`config.mk`:
```
export PLATFORM = sky130hd
export DESIGN_NAME = two_pulse_channel_sound_unit
export DESIGN_NICKNAME = d
export VERILOG_FILES = /design/src/rtl/tpcsu_pkg.sv /design/src/rtl/two_pulse_channel_sound_unit.sv
export SDC_FILE = /design/constraint.sdc
export NUM_CORES = 1
export LEC_CHECK = 0
export BUFFER_PORTS_ARGS = -buffer_cell sky130_fd_sc_hd__buf_2
export CAP_MARGIN = 20
export CORE_ASPECT_RATIO = 1.2
export CORE_MARGIN = 10
export CORE_UTILIZATION = 45
export CTS_CLUSTER_DIAMETER = 100
export CTS_CLUSTER_SIZE = 30
export DETAILED_ROUTE_END_ITERATION = 7
export PLACE_DENSITY = 0.64
export SLEW_MARGIN = 40
export SYNTH_ARGS = -nofsm -noshare
export SYNTH_HDL_FRONTEND = slang
export SYNTH_SLANG_ARGS = --single-unit
```
`constraint.sdc`:
```
create_clock -name clock -period 4.95 [get_ports clock]
set_clock_uncertainty 0.05 [all_clocks]
set_input_delay 0.7425 -clock clock [delete_from_list [all_inputs] [get_ports clock]]
set_output_delay 0.7425 -clock clock [all_outputs]
set_load 0.03 [all_outputs]
```
`src/rtl/tpcsu_pkg.sv`:
```
`timescale 1ns / 1ps

package tpcsu_pkg;

   localparam int unsigned REQ_DATA_W = 24;
   localparam int unsigned RSP_DATA_W = 16;
   localparam int unsigned CSR_ADDR_W = 3;
   localparam int unsigned CSR_DATA_W = 32;
   localparam int unsigned PERIOD_W   = 24;
   localparam int unsigned ACC_W      = 25;
   localparam int unsigned TIMER_W    = 11;
   localparam int unsigned INDEX_W    = 10;

   // Request kinds carried on req_tuser
   localparam logic REQ_TICK  = 1'b0;
   localparam logic REQ_WRITE = 1'b1;

   // Bus register map
   localparam logic [15:0] ADDR_DUTY0   = 16'h4000;
   localparam logic [15:0] ADDR_TLO0    = 16'h4002;
   localparam logic [15:0] ADDR_THI0    = 16'h4003;
   localparam logic [15:0] ADDR_DUTY1   = 16'h4004;
   localparam logic [15:0] ADDR_TLO1    = 16'h4006;
   localparam logic [15:0] ADDR_THI1    = 16'h4007;
   localparam logic [15:0] ADDR_ENABLE  = 16'h4015;

   // CSR register index
   localparam logic CSR_SAMPLE_PERIOD = 1'b0;

   localparam logic [PERIOD_W-1:0] PERIOD_RESET = 24'd7346831;
   localparam logic [ACC_W-1:0]    ACC_ONE      = 25'h0010000;
   localparam logic [2:0]          PRESCALE_TOP = 3'd6;

   typedef struct packed {
      logic [INDEX_W-1:0] sample_index;
      logic [1:0]         sample_level;
   } rsp_item_type;

   function automatic logic [7:0] duty_lookup(input logic [1:0] sel);
      logic [7:0] pat;
      case (sel)
         2'd0:    pat = 8'b0000_0001;
         2'd1:    pat = 8'b0000_0011;
         2'd2:    pat = 8'b0000_1111;
         2'd3:    pat = 8'b1111_1100;
         default: pat = 8'b0000_0001;
      endcase
      return pat;
   endfunction

endpackage

```
`src/rtl/two_pulse_channel_sound_unit.sv`:
```
`timescale 1ns / 1ps
// A tick that yields a sample is registered into the output buffer, whose head entry drives rsp.
// One item per cycle while req_tready is high; all channel and decimator state updates in the
//   accepting cycle, so ticks and bus writes may arrive back to back.
// A two-entry output buffer drops req_tready only while both entries hold samples.
// Reset (synchronous, active high) clears all channel state, the accumulator,
//   the buffer position and the output buffer, and loads the default sample period.
module two_pulse_channel_sound_unit #(
   parameter int unsigned WAVE_DEPTH = 1024
) (
   input  logic                                clock,
   input  logic                                reset,
   // request stream
   input  logic                                req_tvalid,
   output logic                                req_tready,
   input  logic [tpcsu_pkg::REQ_DATA_W-1:0]    req_tdata,   // [15:0] address, [23:16] write_value
   input  logic                                req_tuser,   // [0] req_type
   // result stream
   output logic                                rsp_tvalid,
   input  logic                                rsp_tready,
   output logic [tpcsu_pkg::RSP_DATA_W-1:0]    rsp_tdata,   // [1:0] sample_level, [11:2] sample_index, [15:12] zero
   // configuration port
   input  logic                                csr_psel,
   input  logic                                csr_penable,
   input  logic                                csr_pwrite,
   input  logic [tpcsu_pkg::CSR_ADDR_W-1:0]    csr_paddr,
   input  logic [tpcsu_pkg::CSR_DATA_W-1:0]    csr_pwdata,
   output logic [tpcsu_pkg::CSR_DATA_W-1:0]    csr_prdata,
   output logic                                csr_pready
);

   // Buffer position counter width follows the buffer depth.
   localparam int unsigned POS_W = (WAVE_DEPTH > 1) ? $clog2(WAVE_DEPTH) : 1;
   localparam logic [POS_W-1:0] POS_LAST = POS_W'(WAVE_DEPTH - 1);

   // ---------------------------------------------------------------------
   // Configuration register
   // ---------------------------------------------------------------------
   logic [tpcsu_pkg::PERIOD_W-1:0] period_ff, period_in;
   logic                           csr_wr;

   assign csr_pready = 1'b1;
   assign csr_wr     = csr_psel & csr_penable & csr_pwrite & csr_pready;

   always_comb begin
      period_in = period_ff;
      if (csr_wr && (csr_paddr[2] == tpcsu_pkg::CSR_SAMPLE_PERIOD)) begin
         period_in = csr_pwdata[tpcsu_pkg::PERIOD_W-1:0];
      end
   end

   // Addresses with bit 2 clear read back the period; addresses with bit 2 set read zero.
   assign csr_prdata = (csr_paddr[2] == tpcsu_pkg::CSR_SAMPLE_PERIOD)
                       ? tpcsu_pkg::CSR_DATA_W'(period_ff) : '0;

   // ---------------------------------------------------------------------
   // Input decode
   // ---------------------------------------------------------------------
   logic        accept;
   logic        is_tick;
   logic        is_write;
   logic [15:0] address;
   logic [7:0]  write_value;

   assign accept      = req_tvalid & req_tready;
   assign is_tick     = accept & (req_tuser == tpcsu_pkg::REQ_TICK);
   assign is_write    = accept & (req_tuser == tpcsu_pkg::REQ_WRITE);
   assign address     = req_tdata[15:0];
   assign write_value = req_tdata[23:16];

   // ---------------------------------------------------------------------
   // Channel and decimator state
   // ---------------------------------------------------------------------
   logic [2:0]                        prescale_ff, prescale_in;
   logic [1:0]                        enable_ff, enable_in;
   logic [7:0]                        duty_ff [2];
   logic [7:0]                        duty_in [2];
   logic [tpcsu_pkg::TIMER_W-1:0]     reload_ff [2];
   logic [tpcsu_pkg::TIMER_W-1:0]     reload_in [2];
   logic [tpcsu_pkg::TIMER_W-1:0]     timer_ff [2];
   logic [tpcsu_pkg::TIMER_W-1:0]     timer_in [2];
   logic [1:0]                        chan_out_ff, chan_out_in;
   logic [tpcsu_pkg::ACC_W-1:0]       acc_ff, acc_in;
   logic [POS_W-1:0]                  pos_ff, pos_in;

   logic [2:0]                        prescale_inc;
   logic                              chan_step;
   logic [tpcsu_pkg::ACC_W-1:0]       acc_sub;
   logic                              emit;
   tpcsu_pkg::rsp_item_type           new_item;

   assign prescale_inc = prescale_ff + 3'd1;
   // Every sixth tick clocks the channel timers.
   assign chan_step    = is_tick & (prescale_inc >= tpcsu_pkg::PRESCALE_TOP);

   // Decimator: drop one tick's worth, emit when at or below zero.
   assign acc_sub = acc_ff - tpcsu_pkg::ACC_ONE;
   assign emit    = is_tick & ((acc_sub == '0) | acc_sub[tpcsu_pkg::ACC_W-1]);

   always_comb begin
      prescale_in = prescale_ff;
      enable_in   = enable_ff;
      chan_out_in = chan_out_ff;
      acc_in      = acc_ff;
      pos_in      = pos_ff;
      for (int ch = 0; ch < 2; ch++) begin
         duty_in[ch]   = duty_ff[ch];
         reload_in[ch] = reload_ff[ch];
         timer_in[ch]  = timer_ff[ch];
      end

      // Bus writes from the request stream
      if (is_write) begin
         case (address)
            tpcsu_pkg::ADDR_DUTY0:  duty_in[0] = tpcsu_pkg::duty_lookup(write_value[7:6]);
            tpcsu_pkg::ADDR_DUTY1:  duty_in[1] = tpcsu_pkg::duty_lookup(write_value[7:6]);
            tpcsu_pkg::ADDR_TLO0:   reload_in[0][7:0]  = write_value;
            tpcsu_pkg::ADDR_TLO1:   reload_in[1][7:0]  = write_value;
            tpcsu_pkg::ADDR_THI0:   reload_in[0][10:8] = write_value[2:0];
            tpcsu_pkg::ADDR_THI1:   reload_in[1][10:8] = write_value[2:0];
            tpcsu_pkg::ADDR_ENABLE: enable_in = write_value[1:0];
            default: ;
         endcase
      end

      if (is_tick) begin
         prescale_in = chan_step ? 3'd0 : prescale_inc;
         acc_in      = emit ? (acc_sub + tpcsu_pkg::ACC_W'(period_ff)) : acc_sub;
         if (emit) begin
            pos_in = (pos_ff == POS_LAST) ? '0 : pos_ff + POS_W'(1);
         end
      end

      // Timer step: reload and rotate the duty pattern on underflow,
      // otherwise count down. A disabled channel holds and outputs zero.
      if (chan_step) begin
         for (int ch = 0; ch < 2; ch++) begin
            if (enable_ff[ch]) begin
               if (timer_ff[ch] == '0) begin
                  timer_in[ch]    = reload_ff[ch];
                  duty_in[ch]     = {duty_ff[ch][0], duty_ff[ch][7:1]};
                  chan_out_in[ch] = duty_ff[ch][1];
               end else begin
                  timer_in[ch] = timer_ff[ch] - tpcsu_pkg::TIMER_W'(1);
               end
            end else begin
               chan_out_in[ch] = 1'b0;
            end
         end
      end
   end

   // Sample uses the channel outputs after this tick's step.
   assign new_item.sample_level = {1'b0, chan_out_in[0]} + {1'b0, chan_out_in[1]};
   assign new_item.sample_index = tpcsu_pkg::INDEX_W'(pos_ff);

   always_ff @(posedge clock) begin
      if (reset) begin
         period_ff   <= tpcsu_pkg::PERIOD_RESET;
         prescale_ff <= '0;
         enable_ff   <= '0;
         chan_out_ff <= '0;
         acc_ff      <= '0;
         pos_ff      <= '0;
         for (int ch = 0; ch < 2; ch++) begin
            duty_ff[ch]   <= '0;
            reload_ff[ch] <= '0;
            timer_ff[ch]  <= '0;
         end
      end else begin
         period_ff   <= period_in;
         prescale_ff <= prescale_in;
         enable_ff   <= enable_in;
         chan_out_ff <= chan_out_in;
         acc_ff      <= acc_in;
         pos_ff      <= pos_in;
         for (int ch = 0; ch < 2; ch++) begin
            duty_ff[ch]   <= duty_in[ch];
            reload_ff[ch] <= reload_in[ch];
            timer_ff[ch]  <= timer_in[ch];
         end
      end
   end

   // ---------------------------------------------------------------------
   // Output buffer: head entry drives rsp, skid entry catches a sample
   // produced while the head is stalled.
   // ---------------------------------------------------------------------
   logic [1:0]              count_ff, count_in;
   tpcsu_pkg::rsp_item_type head_ff, head_in;
   tpcsu_pkg::rsp_item_type skid_ff, skid_in;
   logic                    pop;

   assign pop = rsp_tvalid & rsp_tready;

   always_comb begin
      count_in = count_ff;
      head_in  = head_ff;
      skid_in  = skid_ff;
      case (count_ff)
         2'd0: begin
            if (emit) begin
               head_in  = new_item;
               count_in = 2'd1;
            end
         end
         2'd1: begin
            if (pop && emit) begin
               head_in = new_item;
            end else if (pop) begin
               count_in = 2'd0;
            end else if (emit) begin
               skid_in  = new_item;
               count_in = 2'd2;
            end
         end
         2'd2: begin
            // Input is held off here, so only a pop can happen.
            if (pop) begin
               head_in  = skid_ff;
               count_in = 2'd1;
            end
         end
         default: count_in = 2'd0;
      endcase
   end

   always_ff @(posedge clock) begin
      if (reset) begin
         count_ff <= '0;
      end else begin
         count_ff <= count_in;
      end
      head_ff <= head_in;
      skid_ff <= skid_in;
   end

   assign req_tready = (count_ff != 2'd2);
   assign rsp_tvalid = (count_ff != 2'd0);
   assign rsp_tdata  = tpcsu_pkg::RSP_DATA_W'(head_ff);

endmodule

```
==> flow_metrics.py, run 1 <==
metrics = {
    "logic_synthesis": {
        "ys.flop_type": "dfxtp_1",
        "seq_area_frac_synth": 0.411,
        "synth_area_per_cell_um2": 8.52,
        "ys_ff_latch": 152,
        "synthCells": 938,
        "synth.distinct_cells": 71,
        "synth_edf_count": 24,
        "async_flop_share": 0,
        "yosys_warnings": 0,
        "synth_area_um2": 7990,
    },
    "cells_and_area": {
        "layout_commonest_cell": "nand2_1",
        "fillers": 1742,
        "antenna_cells": 0,
        "final_cell_mix": "164 x nand2_1, 128 x dfxtp_1, 97 x nor2_1, 93 x buf_2, 80 x a21oi_1",
        "syn_to_final_growth_pct": 14.7,
        "nets": 1118,
        "drive_gt1_frac": 0.155,
    },
    "timing": {
        "hold_violations": 0,
        "relSlewSlack": 0.442,
        "rsz0062_at_grt": "no",
        "post-route-period-util": 0.666,
        "setup_viol": 0,
        "clock.fmax_mhz": 303,
        "period_needed_ps": 3300,
        "worst_slew_pin_slew_ps": 832,
        "fin_tns_setup_ps": 0,
        "slew_viol_final": 0,
    },
    "placement": {
        "dp_hpwl_um": 13000,
        "io_buffers": 94,
        "gp_congestion": 0.809,
    },
    "setup_path": {
        "cp.arrival_ps": 3540,
        "critical_path.startpoint": "acc_ff[16]",
        "reg2reg_depth": 14,
        "timing.rr.start": "acc_ff[16]",
        "path_class": "reg -> reg",
        "cp-start-kind": "flip-flop",
        "cp_data_required_time_ps": 5190,
        "r2r_slack_ps": 1650,
        "end_kind": "flip-flop",
        "timing.rr.end": "acc_ff[23]",
        "crit_fanout": 8,
    },
    "drt": {
        "routedWlPerCell_um": 14.5,
        "first_pass_iters": 4,
        "route.detailed.drc": 0,
        "vias": 6541,
        "vias_per_cell": 5.24,
        "ant_nets": 0,
        "totalWireLength_um": 18100,
        "first_iter_violations": 328,
    },
    "power_and_ir_drop": {
        "leakagePower_nw": 3.73,
        "p_total_mw": 3.24,
        "ir_worst_vdd_mv": 0.241,
        "power.density_nw_per_um2": 354,
    },
    "die": {
        "dieArea_um2": 23500,
        "ioPinCount": 118,
        "fp-row-count": 53,
        "die_w_um": 142,
        "die_h_um": 166,
        "core_area_um2": 17500,
        "initial_core_util": 0.456,
    },
    "global_routing": {
        "track_usage": 0.153,
        "grt-ovfl-total": 0,
        "grt_max_degree": 74,
        "grt_pass1_vias": 6464,
        "antenna_found_initial": 0,
        "grt_pass1_wl_um": 30500,
    },
    "worst_hold_path": {
        "hold_path_end": "duty_ff[0][10]",
        "min_from": "duty_ff[0][11]",
        "hold_path.class": "reg -> reg",
        "hold_depth": 2,
    },
    "clock_tree": {
        "cts_tree": "yes",
        "cts.path.max_buffers": 2,
        "postCtsResizedCells": 0,
        "insertion_delay_ps": 430,
        "postCtsSetupBuffers": 0,
        "htreeDepth": 4,
        "cts_sinks": 152,
        "clock_tree.root_cell": "clkbuf_16",
        "cts-hold-fix-buffers": 0,
        "path_clk_slew_ps": 60,
        "cts_made_buffers": 17,
    },
    "run": {
        "maxCapViolations": 0,
    },
    "run_status": {
        "status": "finished clean",
    },
}
state kept, by name, summed over array words and instances (netlist names):
register	count
chan_out_ff	2
duty_ff	16
enable_ff	2
reload_ff	22
pos_ff	10
prescale_ff	3
timer_ff	22
rsp_tdata	12
acc_ff	25
period_ff	24
skid_ff	12
count_ff	2
synthesized netlist by cell type, types with 3 or more instances:
cell type,number,area [um2]
nand2_1,164,616
dfxtp_1,128,2560
nor2_1,97,364
a21oi_1,80,400
ha_1,35,438
mux2i_1,34,340
o21ai_0,32,160
nor2b_1,30,188
clkbuf_1,29,109
nor3_1,27,135
edfxtp_1,24,721
xor2_1,20,175
a211oi_1,17,128
buf_4,16,120
inv_1,16,60.1
a21o_1,14,105
xnor2_1,14,123
nand3b_1,13,97.6
or3_1,11,68.8
nor4_1,10,62.6
nand2b_1,9,56.3
nand3_1,9,45.0
and3_1,8,50.1
a31oi_1,6,37.5
buf_2,6,30.0
o211ai_1,6,45.0
or4_1,6,45.0
a221oi_1,5,43.8
a311oi_1,5,43.8
o21ai_1,4,20.0
or2_2,4,25.0
a22oi_1,3,22.5
and2_1,3,18.8
mux2_2,3,33.8
stage by stage:
stage	instance area [um2]	cells	setup slack [ps]	util	hold WS, ps
3_3_place_gp	8540	1215	1660	0.488	394
4_1_cts	9160	1248	1630	0.523	406
2_1_floorplan	8030	949	1700	-	378
3_5_place_dp	8550	1216	1650	0.488	395
6_report	9160	1248	1650	0.523	405
5_1_grt	9160	1248	1330	0.523	441
worst max-delay path, cell delays in order, from the launching register on:
cell      delay, ps
dfxtp_1         420
inv_1           100
ha_1            310
xor2_1          380
ha_1            370
a21oi_1         160
nor2b_1          50
o21ai_0         150
nand2b_1         90
a21o_1          190
a21o_1          170
a41oi_1         250
xnor2_1         110
a221oi_1        270
nor3_1           70
layout make-up:
| cell class | count | area [um2] | area share |
|---|---|---|---|
| clock buffer | 17 | 425 | 0.0464 |
| tap | 220 | 275 | 0.0301 |
| sequential | 152 | 3280 | 0.358 |
| clock inverter | 15 | 184 | 0.0201 |
| multi-input combinational | 728 | 4420 | 0.483 |
| timing repair buffer | 98 | 503 | 0.0549 |
| inverter | 18 | 68.8 | 0.00751 |
logic make-up (layout without fill, tap and decap cells):
family	Yosys count	in the layout	share of synthesized area
compound gates	193	193	0.151
xor+xnor	34	34	0.0373
fa+ha+maj	36	36	0.0573
buf+inv	69	148	0.0410
flops	152	152	0.411
mux	37	37	0.0468
other cells	2	13	0.000940
simple gates	415	415	0.255
power breakdown:
part           switching [mW]  internal (mW)
Sequential             0.0343           1.29
Clock                   0.574          0.765
Combinational           0.348          0.228
Total                   0.956           2.28
per-layer routing:
| layer | routed length (um) | track usage |
|---|---|---|
| met5 | 0 | 0 |
| met4 | 272 | 0.0530 |
| met3 | 771 | 0.0375 |
| met2 | 8840 | 0.261 |
| met1 | 8190 | 0.182 |
worst max path at each step:
stage          cells past startpoint               to  slack (ps)
2_1_floorplan                      9       skid_ff[0]        1700
3_3_place_gp                       9  timer_ff[0][14]        1660
3_5_place_dp                       9  timer_ff[0][14]        1650
4_1_cts                           14       acc_ff[23]        1630
5_1_grt                            9  timer_ff[0][14]        1330
6_report                          14       acc_ff[23]        1650
Power figures use the tool's default switching activity.
==> run 2, diff against run 1 <==
==> constraint.sdc (replaced) <==
create_clock -name clock -period 3.4 [get_ports clock]
set_clock_uncertainty 0.05 [all_clocks]
set_input_delay 0.51 -clock clock [delete_from_list [all_inputs] [get_ports clock]]
set_output_delay 0.51 -clock clock [all_outputs]
set_load 0.03 [all_outputs]
==> run 2 against run 1 <==
Net effect: register-to-register slack worse by 1400 ps; global-route usage is 0.11 points higher; clock power grew 34%; largest cell class unchanged.
==> flow_metrics.py, run 2 (same netlist as run 1, synthesis figures left out) <==
metrics = {
    "cells_and_area": {
        "syn_to_final_growth_pct": 14.9,
        "stdcell_count": 1254,
        "reg_top3": "acc_ff (25), period_ff (24)",
        "nets": 1124,
        "final_cell_mix": "164 x nand2_1, 128 x dfxtp_1, 97 x nor2_1, 93 x buf_2, 80 x a21oi_1",
        "drive_gt1_frac": 0.161,
        "antenna_cells": 0,
        "largest_reg_flops": 25,
        "largest-register": "acc_ff",
        "final_util": 0.524,
        "layout_commonest_cell": "nand2_1",
    },
    "timing": {
        "relSlewSlack": 0.478,
        "period_needed_ps": 3100,
        "post-route-period-util": 0.913,
        "clock.fmax_mhz": 322,
        "setup_viol": 0,
        "worst_slew_pin_slew_ps": 782,
        "fin_tns_setup_ps": 0,
        "hold_violations": 0,
        "slew_viol_final": 0,
        "rsz0062_at_grt": "no",
    },
    "die": {
        "core_area_um2": 17500,
        "initial_core_util": 0.456,
        "die_w_um": 142,
        "dieArea_um2": 23500,
        "fp-row-count": 53,
        "ioPinCount": 118,
        "die_h_um": 166,
    },
    "setup_path": {
        "crit_slowest_cell": "fa_1",
        "path_delay_family": "compound AO/OA/AOI/OAI gates",
        "path_class": "reg -> reg",
        "cp_data_required_time_ps": 3690,
        "crit_fanout": 3,
        "max_stage_delay_ps": 420,
        "cp.arrival_ps": 3390,
        "reg2reg_depth": 12,
        "timing.rr.end": "acc_ff[24]",
        "crit_chain": "ha_1 -> fa_1 -> a211oi_1 -> o211ai_1 -> a31oi_1 -> a21oi_2 -> a41oi_1 -> o2bb2ai_1 -> o21ai_1 -> a21oi_1 -> a21oi_1 -> a211oi_1",
        "r2r_slack_ps": 300,
        "cp-start-kind": "flip-flop",
        "timing.rr.start": "period_ff[0]",
        "path_buf_inv": 0,
        "end_kind": "flip-flop",
    },
    "clock_tree": {
        "postCtsResizedCells": 0,
        "cts_sinks": 152,
        "path_clk_slew_ps": 70,
        "clock_tree.root_cell": "clkbuf_16",
        "postCtsSetupBuffers": 0,
        "cts_made_buffers": 17,
        "cts-hold-fix-buffers": 0,
        "cts.path.max_buffers": 2,
        "cts_tree": "yes",
        "htreeDepth": 4,
        "insertion_delay_ps": 430,
    },
    "drt": {
        "route.detailed.drc": 0,
        "wl_met3_um": 737,
        "routedWlPerCell_um": 14.4,
        "ant_nets": 0,
        "first_pass_iters": 4,
        "first_iter_violations": 305,
        "totalWireLength_um": 18000,
        "dr_wl_met2_um": 8840,
        "dr.max_layer_used": "met4",
        "vias": 6583,
        "vias_per_cell": 5.25,
        "wl_met1_um": 8230,
    },
    "placement": {
        "io_buffers": 94,
        "gp_congestion": 0.824,
        "dp_hpwl_um": 13000,
        "dpl.cell_count": 1222,
    },
    "worst_hold_path": {
        "min_from": "csr_pwdata[7]",
        "hold_path_end": "period_ff[7]",
        "hold_depth": 3,
        "hold_path.class": "in -> reg",
    },
    "global_routing": {
        "track_usage": 0.154,
        "grt_max_degree": 73,
        "grt_pass1_vias": 6523,
        "antenna_found_initial": 0,
        "grt_pass1_wl_um": 31000,
        "grt-ovfl-total": 0,
    },
    "run_status": {
        "status": "finished clean",
    },
    "power_and_ir_drop": {
        "leakagePower_nw": 3.73,
        "ir_worst_vdd_mv": 0.374,
        "power.density_nw_per_um2": 498,
    },
    "run": {
        "maxCapViolations": 0,
    },
}
[run 2: cell count changes in the layout (fill, tap and decap cells not counted), sizes merged]
cell | previous run | this run
buf | 98 | 104
bufinv | 2 | 0
clkinvlp | 1 | 3
[run 2: power by group]
part           internal [mW]  switching (mW)  leakage [nW]
sequential              1.88          0.0514          1.28
clock                  0.962           0.836         0.266
combinational          0.339           0.502          2.18
total                   3.18            1.39          3.73
[run 2: worst register-to-register path: cells and delay by family (launching register included)]
kind	cells	cell delay (ps)
DFF	1	330
AOI/OAI and AO/OA	10	1990
adders and majority gates	2	640
[run 2: how the worst max path moves through the flow]
| stage | from | endpoint | slack, ps | cells past startpoint |
|---|---|---|---|---|
| after global placement | acc_ff[16] | acc_ff[23] | 240 | 14 |
| after floorplan | acc_ff[16] | skid_ff[0] | 150 | 9 |
| after global routing | acc_ff[16] | acc_ff[23] | 50 | 14 |
| after CTS | acc_ff[16] | acc_ff[23] | 190 | 14 |
| final | period_ff[0] | acc_ff[24] | 300 | 12 |
| after detailed placement | acc_ff[16] | acc_ff[23] | 200 | 14 |
[run 2: cell type report]
type	count	area [um2]
Sequential cell	152	3280
Clock inverter	15	135
Inverter	18	68.8
Clock buffer	17	425
Fill cell	1708	8330
Multi-Input combinational cell	728	4430
Tap cell	220	275
Timing Repair Buffer	104	561
[run 2: through the flow]
step	hold slack, ps	cell area, um2	setup slack (ps)	total power [mW]
after global placement	392	8610	239	2.80
after global routing	237	9180	48.5	4.80
after CTS	233	9170	189	4.62
after floorplan	378	8030	151	2.62
final	244	9180	297	4.57
after detailed placement	393	8610	204	2.81
[run 2: layer usage]
layer | up-vias | track usage
met5 | - | 0
met4 | 0 | 0.0374
met3 | 16 | 0.0400
met2 | 90 | 0.269
met1 | 3034 | 0.183
li1 | 3443 | -
